[src/hdl/assert_macros.svh]
// assertion macros used by the rtl, clocked on clk with async reset arst_n
`ifndef ASSERT_MACROS_SVH
`define ASSERT_MACROS_SVH

// antecedent implies consequent in the same cycle
`define ASSERT_NOW(label, ante, cons) \
	label: assert property (@(posedge clk) disable iff (!arst_n) (ante) |-> (cons)) \
		else $error("assertion failed");

// antecedent implies consequent in the next cycle
`define ASSERT_NEXT(label, ante, cons) \
	label: assert property (@(posedge clk) disable iff (!arst_n) (ante) |=> (cons)) \
		else $error("assertion failed");

`endif

[src/hdl/wrhp_pkg.sv]
// constants, codes and types of the riff/wave header parser
package wrhp_pkg;

	localparam logic [31:0] ID_FMT  = 32'h2074_6D66;
	localparam logic [31:0] ID_DATA = 32'h6174_6164;

	localparam logic [3:0]  HDR_LEN     = 4'd12;
	localparam logic [31:0] FMT_MIN_LEN = 32'd16;

	localparam logic [1:0] ST_OK         = 2'd0;
	localparam logic [1:0] ST_BAD        = 2'd1;
	localparam logic [1:0] ST_INCOMPLETE = 2'd2;
	localparam logic [1:0] ST_ZERO_DIV   = 2'd3;

	typedef enum logic [3:0] {
		PH_FILE   = 4'b0001,
		PH_HEADER = 4'b0010,
		PH_BODY   = 4'b0100,
		PH_PAD    = 4'b1000
	} phase_t;

	typedef enum logic [4:0] {
		S_WALK = 5'b00001,
		S_MUL1 = 5'b00010,
		S_MUL2 = 5'b00100,
		S_DIV  = 5'b01000,
		S_DONE = 5'b10000
	} seq_t;

	// expected signature byte at file positions 0..3 and 8..11
	function automatic logic [7:0] sig_byte(input logic [3:0] p);
		logic [7:0] r;
		r = 8'h00;
		unique case (p)
			4'd0:    r = 8'h52;
			4'd1:    r = 8'h49;
			4'd2:    r = 8'h46;
			4'd3:    r = 8'h46;
			4'd8:    r = 8'h57;
			4'd9:    r = 8'h41;
			4'd10:   r = 8'h56;
			4'd11:   r = 8'h45;
			default: r = 8'h00;
		endcase
		return r;
	endfunction

endpackage

[src/hdl/wav_riff_header_parser_unit.sv]
// riff/wave header parser: byte walker, shared multiplier and serial divider
// Usage: the input channel (in_valid/in_ready, data_byte, last_byte) takes a
// wav file one byte per cycle while the walker runs; in_ready is high then.
// Header and chunk bytes are walked at one byte per cycle with no stall.
// After the byte flagged last_byte the block drops in_ready and finishes the
// file: a bad signature or incomplete file goes straight to the result stage,
// a good one first passes the shared multiplier (rate*channels, then
// times bits/8) and the one-bit-per-cycle restoring divider; the divider
// is skipped when the divisor wraps to 0.
// The result channel (out_valid/out_ready with status, channel_count,
// sample_rate, bits_per_sample, data_length, duration_seconds) is a
// registered output; the next file may stream in while a result waits.
// A finished result that meets a still-waiting earlier one holds in the
// result stage, with in_ready low, until the receiver takes the old one.
// Reset (arst_n low) clears the walker and drops any pending result.
module wav_riff_header_parser_unit
	import wrhp_pkg::*;
(
	input  logic        clk,
	input  logic        arst_n,
	input  logic        in_valid,
	output logic        in_ready,
	input  logic [7:0]  data_byte,
	input  logic        last_byte,
	output logic        out_valid,
	input  logic        out_ready,
	output logic [1:0]  status,
	output logic [15:0] channel_count,
	output logic [31:0] sample_rate,
	output logic [15:0] bits_per_sample,
	output logic [31:0] data_length,
	output logic [31:0] duration_seconds
);

	`include "assert_macros.svh"

	seq_t        state_q;
	phase_t      ph_q, ph_n;
	logic [3:0]  pos_q, pos_n;
	logic        sig_q, sig_n;
	logic [2:0]  hbc_q, hbc_n;
	logic [31:0] kind_q, kind_n;
	logic [31:0] len_q, len_n;
	logic [31:0] body_q, body_n;
	logic [15:0] pend_ch_q, pend_ch_n;
	logic [31:0] pend_rate_q, pend_rate_n;
	logic [15:0] pend_bits_q, pend_bits_n;
	logic [15:0] kept_ch_q, kept_ch_n;
	logic [31:0] kept_rate_q, kept_rate_n;
	logic [15:0] kept_bits_q, kept_bits_n;
	logic [31:0] kept_data_q, kept_data_n;
	logic [1:0]  stat_q;
	logic        out_valid_q;
	logic        commit;
	logic [31:0] off;
	logic        fmt_long;

	logic [31:0] div_q, rem_q, quo_q;
	logic [4:0]  cnt_q;
	logic [31:0] mul_a, mul_p;
	logic [15:0] mul_b;
	logic [32:0] trial;

	logic        accept, done_fire;

	assign accept    = in_valid && in_ready;
	assign in_ready  = (state_q == S_WALK);
	assign done_fire = (state_q == S_DONE) && (!out_valid_q || out_ready);
	assign out_valid = out_valid_q;

	// next state of the chunk walker for the byte on the input
	always_comb begin
		ph_n        = ph_q;
		pos_n       = pos_q;
		sig_n       = sig_q;
		hbc_n       = hbc_q;
		kind_n      = kind_q;
		len_n       = len_q;
		body_n      = body_q;
		pend_ch_n   = pend_ch_q;
		pend_rate_n = pend_rate_q;
		pend_bits_n = pend_bits_q;
		kept_ch_n   = kept_ch_q;
		kept_rate_n = kept_rate_q;
		kept_bits_n = kept_bits_q;
		kept_data_n = kept_data_q;
		commit      = 1'b0;
		off         = len_q - body_q;
		fmt_long    = (kind_q == ID_FMT) && (len_q >= FMT_MIN_LEN);
		unique case (ph_q)
			PH_FILE: begin
				if ((pos_q < 4'd4 || (pos_q >= 4'd8 && pos_q < HDR_LEN)) &&
				    data_byte != sig_byte(pos_q))
					sig_n = 1'b0;
				pos_n = pos_q + 4'd1;
				if (pos_n >= HDR_LEN) begin
					ph_n  = PH_HEADER;
					hbc_n = 3'd0;
				end
			end
			PH_HEADER: begin
				if (!hbc_q[2])
					kind_n = {data_byte, kind_q[31:8]};
				else
					len_n = {data_byte, len_q[31:8]};
				hbc_n = hbc_q + 3'd1;
				if (hbc_n == 3'd0) begin
					if (len_n == 32'd0) begin
						commit = 1'b1;
					end else begin
						body_n = len_n;
						ph_n   = PH_BODY;
					end
				end
			end
			PH_BODY: begin
				if (fmt_long && off < 32'd16) begin
					unique case (off[3:0])
						4'd2:    pend_ch_n[7:0]     = data_byte;
						4'd3:    pend_ch_n[15:8]    = data_byte;
						4'd4:    pend_rate_n[7:0]   = data_byte;
						4'd5:    pend_rate_n[15:8]  = data_byte;
						4'd6:    pend_rate_n[23:16] = data_byte;
						4'd7:    pend_rate_n[31:24] = data_byte;
						4'd14:   pend_bits_n[7:0]   = data_byte;
						4'd15:   pend_bits_n[15:8]  = data_byte;
						default: ;
					endcase
				end
				body_n = body_q - 32'd1;
				if (body_n == 32'd0) begin
					commit = 1'b1;
					ph_n   = len_q[0] ? PH_PAD : PH_HEADER;
					hbc_n  = 3'd0;
				end
			end
			default: begin
				ph_n  = PH_HEADER;
				hbc_n = 3'd0;
			end
		endcase
		if (commit) begin
			if (kind_n == ID_FMT && len_n >= FMT_MIN_LEN) begin
				kept_ch_n   = pend_ch_n;
				kept_rate_n = pend_rate_n;
				kept_bits_n = pend_bits_n;
			end else if (kind_n == ID_DATA) begin
				kept_data_n = len_n;
			end
		end
	end

	// shared multiplier, low 32 bits kept
	always_comb begin
		mul_a = kept_rate_q;
		mul_b = kept_ch_q;
		if (state_q == S_MUL2) begin
			mul_a = div_q;
			mul_b = {3'd0, kept_bits_q[15:3]};
		end
	end
	assign mul_p = 32'(mul_a * mul_b);

	assign trial = {rem_q, quo_q[31]} - {1'b0, div_q};

	always_ff @(posedge clk or negedge arst_n) begin
		if (!arst_n) begin
			state_q     <= S_WALK;
			ph_q        <= PH_FILE;
			pos_q       <= 4'd0;
			sig_q       <= 1'b1;
			hbc_q       <= 3'd0;
			kind_q      <= 32'd0;
			len_q       <= 32'd0;
			body_q      <= 32'd0;
			pend_ch_q   <= 16'd0;
			pend_rate_q <= 32'd0;
			pend_bits_q <= 16'd0;
			kept_ch_q   <= 16'd0;
			kept_rate_q <= 32'd0;
			kept_bits_q <= 16'd0;
			kept_data_q <= 32'd0;
			stat_q      <= ST_OK;
			out_valid_q <= 1'b0;
			cnt_q       <= 5'd0;
		end else begin
			if (done_fire)
				out_valid_q <= 1'b1;
			else if (out_ready)
				out_valid_q <= 1'b0;
			unique case (state_q)
				S_WALK: begin
					if (accept) begin
						kept_ch_q   <= kept_ch_n;
						kept_rate_q <= kept_rate_n;
						kept_bits_q <= kept_bits_n;
						kept_data_q <= kept_data_n;
						if (last_byte) begin
							// walker back to its reset state for the next file
							ph_q        <= PH_FILE;
							pos_q       <= 4'd0;
							sig_q       <= 1'b1;
							hbc_q       <= 3'd0;
							kind_q      <= 32'd0;
							len_q       <= 32'd0;
							body_q      <= 32'd0;
							pend_ch_q   <= 16'd0;
							pend_rate_q <= 32'd0;
							pend_bits_q <= 16'd0;
							if (ph_n == PH_FILE || !sig_n) begin
								stat_q  <= ST_BAD;
								state_q <= S_DONE;
							end else if (kept_rate_n == 32'd0 || kept_data_n == 32'd0) begin
								stat_q  <= ST_INCOMPLETE;
								state_q <= S_DONE;
							end else begin
								stat_q  <= ST_OK;
								state_q <= S_MUL1;
							end
						end else begin
							ph_q        <= ph_n;
							pos_q       <= pos_n;
							sig_q       <= sig_n;
							hbc_q       <= hbc_n;
							kind_q      <= kind_n;
							len_q       <= len_n;
							body_q      <= body_n;
							pend_ch_q   <= pend_ch_n;
							pend_rate_q <= pend_rate_n;
							pend_bits_q <= pend_bits_n;
						end
					end
				end
				S_MUL1: begin
					state_q <= S_MUL2;
				end
				S_MUL2: begin
					cnt_q <= 5'd0;
					if (mul_p == 32'd0) begin
						stat_q  <= ST_ZERO_DIV;
						state_q <= S_DONE;
					end else begin
						state_q <= S_DIV;
					end
				end
				S_DIV: begin
					cnt_q <= cnt_q + 5'd1;
					if (cnt_q == 5'd31)
						state_q <= S_DONE;
				end
				S_DONE: begin
					if (done_fire) begin
						kept_ch_q   <= 16'd0;
						kept_rate_q <= 32'd0;
						kept_bits_q <= 16'd0;
						kept_data_q <= 32'd0;
						state_q     <= S_WALK;
					end
				end
				default: state_q <= S_WALK;
			endcase
		end
	end

	// multiplier result, divider and result stage
	always_ff @(posedge clk) begin
		if (state_q == S_MUL1 || state_q == S_MUL2)
			div_q <= mul_p;
		if (state_q == S_MUL2) begin
			rem_q <= 32'd0;
			quo_q <= kept_data_q;
		end else if (state_q == S_DIV) begin
			if (!trial[32]) begin
				rem_q <= trial[31:0];
				quo_q <= {quo_q[30:0], 1'b1};
			end else begin
				rem_q <= {rem_q[30:0], quo_q[31]};
				quo_q <= {quo_q[30:0], 1'b0};
			end
		end
		if (done_fire) begin
			status <= stat_q;
			if (stat_q == ST_BAD) begin
				channel_count   <= 16'd0;
				sample_rate     <= 32'd0;
				bits_per_sample <= 16'd0;
				data_length     <= 32'd0;
			end else begin
				channel_count   <= kept_ch_q;
				sample_rate     <= kept_rate_q;
				bits_per_sample <= kept_bits_q;
				data_length     <= kept_data_q;
			end
			duration_seconds <= (stat_q == ST_OK) ? quo_q : 32'd0;
		end
	end

	`ASSERT_NEXT(a_last_leaves_walk, accept && last_byte, state_q != S_WALK)
	`ASSERT_NEXT(a_div_runs_full, state_q == S_DIV && cnt_q != 5'd31, state_q == S_DIV)
	`ASSERT_NOW(a_dur_zero_unless_ok, out_valid && status != ST_OK, duration_seconds == 32'd0)
	`ASSERT_NEXT(a_result_from_done, !out_valid && state_q != S_DONE, !out_valid)

endmodule
[config.mk]
export PLATFORM = sky130hd
export DESIGN_NAME = wav_riff_header_parser_unit
export DESIGN_NICKNAME = d
export VERILOG_FILES = /design/src/hdl/wrhp_pkg.sv /design/src/hdl/wav_riff_header_parser_unit.sv
export VERILOG_INCLUDE_DIRS = /design/src /design/src/hdl
export SDC_FILE = /design/constraint.sdc
export NUM_CORES = 2
export LEC_CHECK = 0
export ABC_AREA = 1
export BUFFER_PORTS_ARGS = -buffer_cell sky130_fd_sc_hd__clkbuf_2
export CORE_UTILIZATION = 45
export CTS_CLUSTER_DIAMETER = 40
export DETAILED_ROUTE_END_ITERATION = 6
export PLACE_DENSITY = 0.61
export RECOVER_POWER = 100
export SYNTH_ARGS = -nofsm -noshare
export SYNTH_HDL_FRONTEND = slang
export SYNTH_SLANG_ARGS = --single-unit
[constraint.sdc]
create_clock -name clk -period 7.5 [get_ports clk]
set_clock_uncertainty 0.15 [all_clocks]
set_input_delay 0.75 -clock clk [delete_from_list [all_inputs] [get_ports clk]]
set_output_delay 0.75 -clock clk [all_outputs]
set_load 0.01 [all_outputs]
==> out/qor.yml <==
pwr:
  p_total_uw: 18300
  ir_drop_uv: 300
  powerDensity_nw_per_um2: 381
  leakage_uw: 0.0230
finish:
  syn2layout_area_growth_pct: 17.0
  final_net_count: 6086
  fin_area_um2: 48100
  antenna_cells: 0
  drive_gt1_share_pct: 12.9
  final_cells: 6881
  final_core_util_pct: 53.3
cts:
  cts_made_buffers: 90
  clkSlewWorstSetupHoldPaths_ps: 50
  cts_sinks: 507
  cts_tree: "done"
  clk_latency_ps: 680
  ctsLongestPathBuffers: 3
  cts_htree_levels: 3
  cts_root_buf: "clkbuf_16"
floorplanning:
  die_w_um: 304
  initial_utilization_pct: 45.6
  die_area_um2: 92600
  rows: 110
  fp.dieH_um: 304
  num_io_pins: 145
  coreArea_um2: 90300
drt:
  post_drt_wl_per_cell_um: 19.7
  initialDrtViolationCount: 3232
  drc_errors: 0
  ant_nets: 0
  routed_wl_um: 136000
  dr.pass1.iters: 6
  post_drt_via_cell_ratio: 5.35
  dr_total_vias: 36800
critical_path:
  crit_slowest_cell: "dfstp_2"
  crit_required_ps: 7950
  cpPeakStageDelay_ps: 560
  crit_type: "flop to flop"
  end_kind: "flop"
  critPathMaxFanout: 8
  cp.arrival_ps: 7690
  start_kind: "flop"
worst_hold_path:
  hold_class: "input pin to flop"
place:
  dp_hpwl_um: 102000
  port_buffers: 144
  gp_congestion: 0.993
  dp.cells: 6674
  postPlaceCellArea_um2: 44000
yosys:
  synth-async-reset-ratio_pct: 55.4
  synthCells: 5378
  ys_ff_latch: 507
  synth_edf_count: 194
  mappedNetlistNets: 5837
  postSynthAreaPerCell_um2: 7.65
  synth_cell_type_count: 58
  ys.flop_type: "dfrtp_1"
  yosysSeqAreaShare_pct: 32.8
  synth_area_um2: 41100
  ys_warn_count: 0
timing:
  drv_slew: 146
  period_minus_slack_ps: 7240
  tightest_slew_ps: 4720
  period_share_pct: 96.5
  hold_viol: 0
  fmax_mhz: 138
  relSlewSlack_pct: -214
  setup_viol: 0
  tns_ps: 0
grt:
  overflow: 0
  antenna_found_initial: 0
  grt_pass1_vias: 35500
  grt_max_degree: 144
  grt_pass1_wl_um: 209000
  grt_util_met2_pct: 45.4
  busiest_layer: "met2"
  grt_usage_pct: 29.1
  met1_usage_pct: 40.8
  grtUsageMet3_pct: 4.28
flow_run:
  maxCapViolCount: 3
run_status:
  outcome: "complete, but fails checks"
  violations: "capacitance limit, slew limit"
cells by family after synthesis:
| group | count (synthesis) | synth area share [%] |
|---|---|---|
| and+or+nand+nor | 2214 | 21.7 |
| AOI/OAI and AO/OA | 875 | 12.3 |
| xor gates and xnor gates | 124 | 2.64 |
| DFF | 507 | 32.8 |
| buffers and inverters | 1212 | 11.4 |
| adders and majority gates | 446 | 19.2 |
per-layer routing:
| layer | up-vias | share of wire (%) |
|---|---|---|
| met2 | 1319 | 45 |
| met3 | 247 | 6.8 |
| met1 | 17600 | 44 |
| li1 | 17600 | - |
| met4 | 0 | 4.1 |
| met5 | - | 0 |
cell type report:
cell class	instances	area (um^2)
repair inverters	2	13.8
fillers	8680	42200
inverters	992	3760
well taps	1176	1470
repair buffers	375	2700
clock inverters	68	840
flip-flops and latches	507	13500
multi-input cells	3659	23500
clock buffers	102	2380
what timing repair did:
action	4_1_cts	5_1_grt
pin swaps	0	31
hold endpoints to repair	73	0
setup buffers	0	31
setup endpoints to repair	5	6
gates resized for setup	23	130
cloned	0	5
hold buffers	1	0
cell usage after synthesis, types with 10 or more instances:
cell	n	area share, %
nand2_1	1354	12
inv_1	933	8.5
nor2_1	598	5.5
o21ai_0	344	4.2
fa_1	306	15
dfrtp_1	278	17
edfxtp_1	194	14
o22ai_1	192	2.9
clkbuf_1	168	1.5
ha_1	140	4.3
a21oi_1	129	1.6
nand3_1	82	1.0
o21ai_1	82	1.0
nand4_1	80	1.2
xor2_1	79	1.7
inv_2	48	0.44
o32ai_1	46	0.98
xnor2_1	45	0.96
dfxtp_1	32	1.6
buf_2	31	0.38
nor4_1	27	0.41
nor3_1	25	0.30
o211ai_1	17	0.31
a32o_1	13	0.32
clkinv_1	11	0.10
o21bai_1	10	0.18
worst max-delay path: cells and delay by family, from the launching register on:
family	cells	cell delay, ps
DFF	1	560
and+or+nand+nor	15	1340
xor gates and xnor gates	1	170
AOI/OAI and AO/OA	4	540
buffers and inverters	10	1100
adders and majority gates	7	3330
per-stage QoR:
stage          worst slack (ps)  hold slack [ps]
6_report                    261              305
5_1_grt                   -98.0              338
4_1_cts                   0.253              265
3_5_place_dp               -246              320
3_3_place_gp               -122              309
2_1_floorplan              9.46              288
where the power goes:
group	internal (uW)	switching, uW
Combinational	3280	6690
Sequential	3620	428
Clock	2690	1630
Total	9580	8740
worst paths after layout:
path	start	slack [ps]	cells after the start	end
worst max-delay path	state_q[0]	260	37	state_q[4]
worst min-delay path	out_ready	300	4	out_valid
worst max register to register	state_q[0]	260	37	state_q[4]
worst min register to register	rem_q[29]	330	2	rem_q[29]
max in group asynchronous	arst_n	2270	3	kept_rate_q[10]
min in group asynchronous	arst_n	2170	2	body_q[27]
cells in the final DEF, fill, tap and decap left out, types with 80 or more instances in the layout:
master	synthesis	routed
o21ai_0	344	332
dfrtp_1	278	277
clkbuf_16	0	94
nand4_1	80	80
nor2_1	598	576
o21ai_1	82	84
o22ai_1	192	192
buf_4	6	201
a21oi_1	129	109
inv_1	933	924
edfxtp_1	194	194
clkbuf_2	0	143
fa_1	306	299
ha_1	140	133
nand2_1	1354	1341
Note: power is estimated with default switching activity, not from simulation.
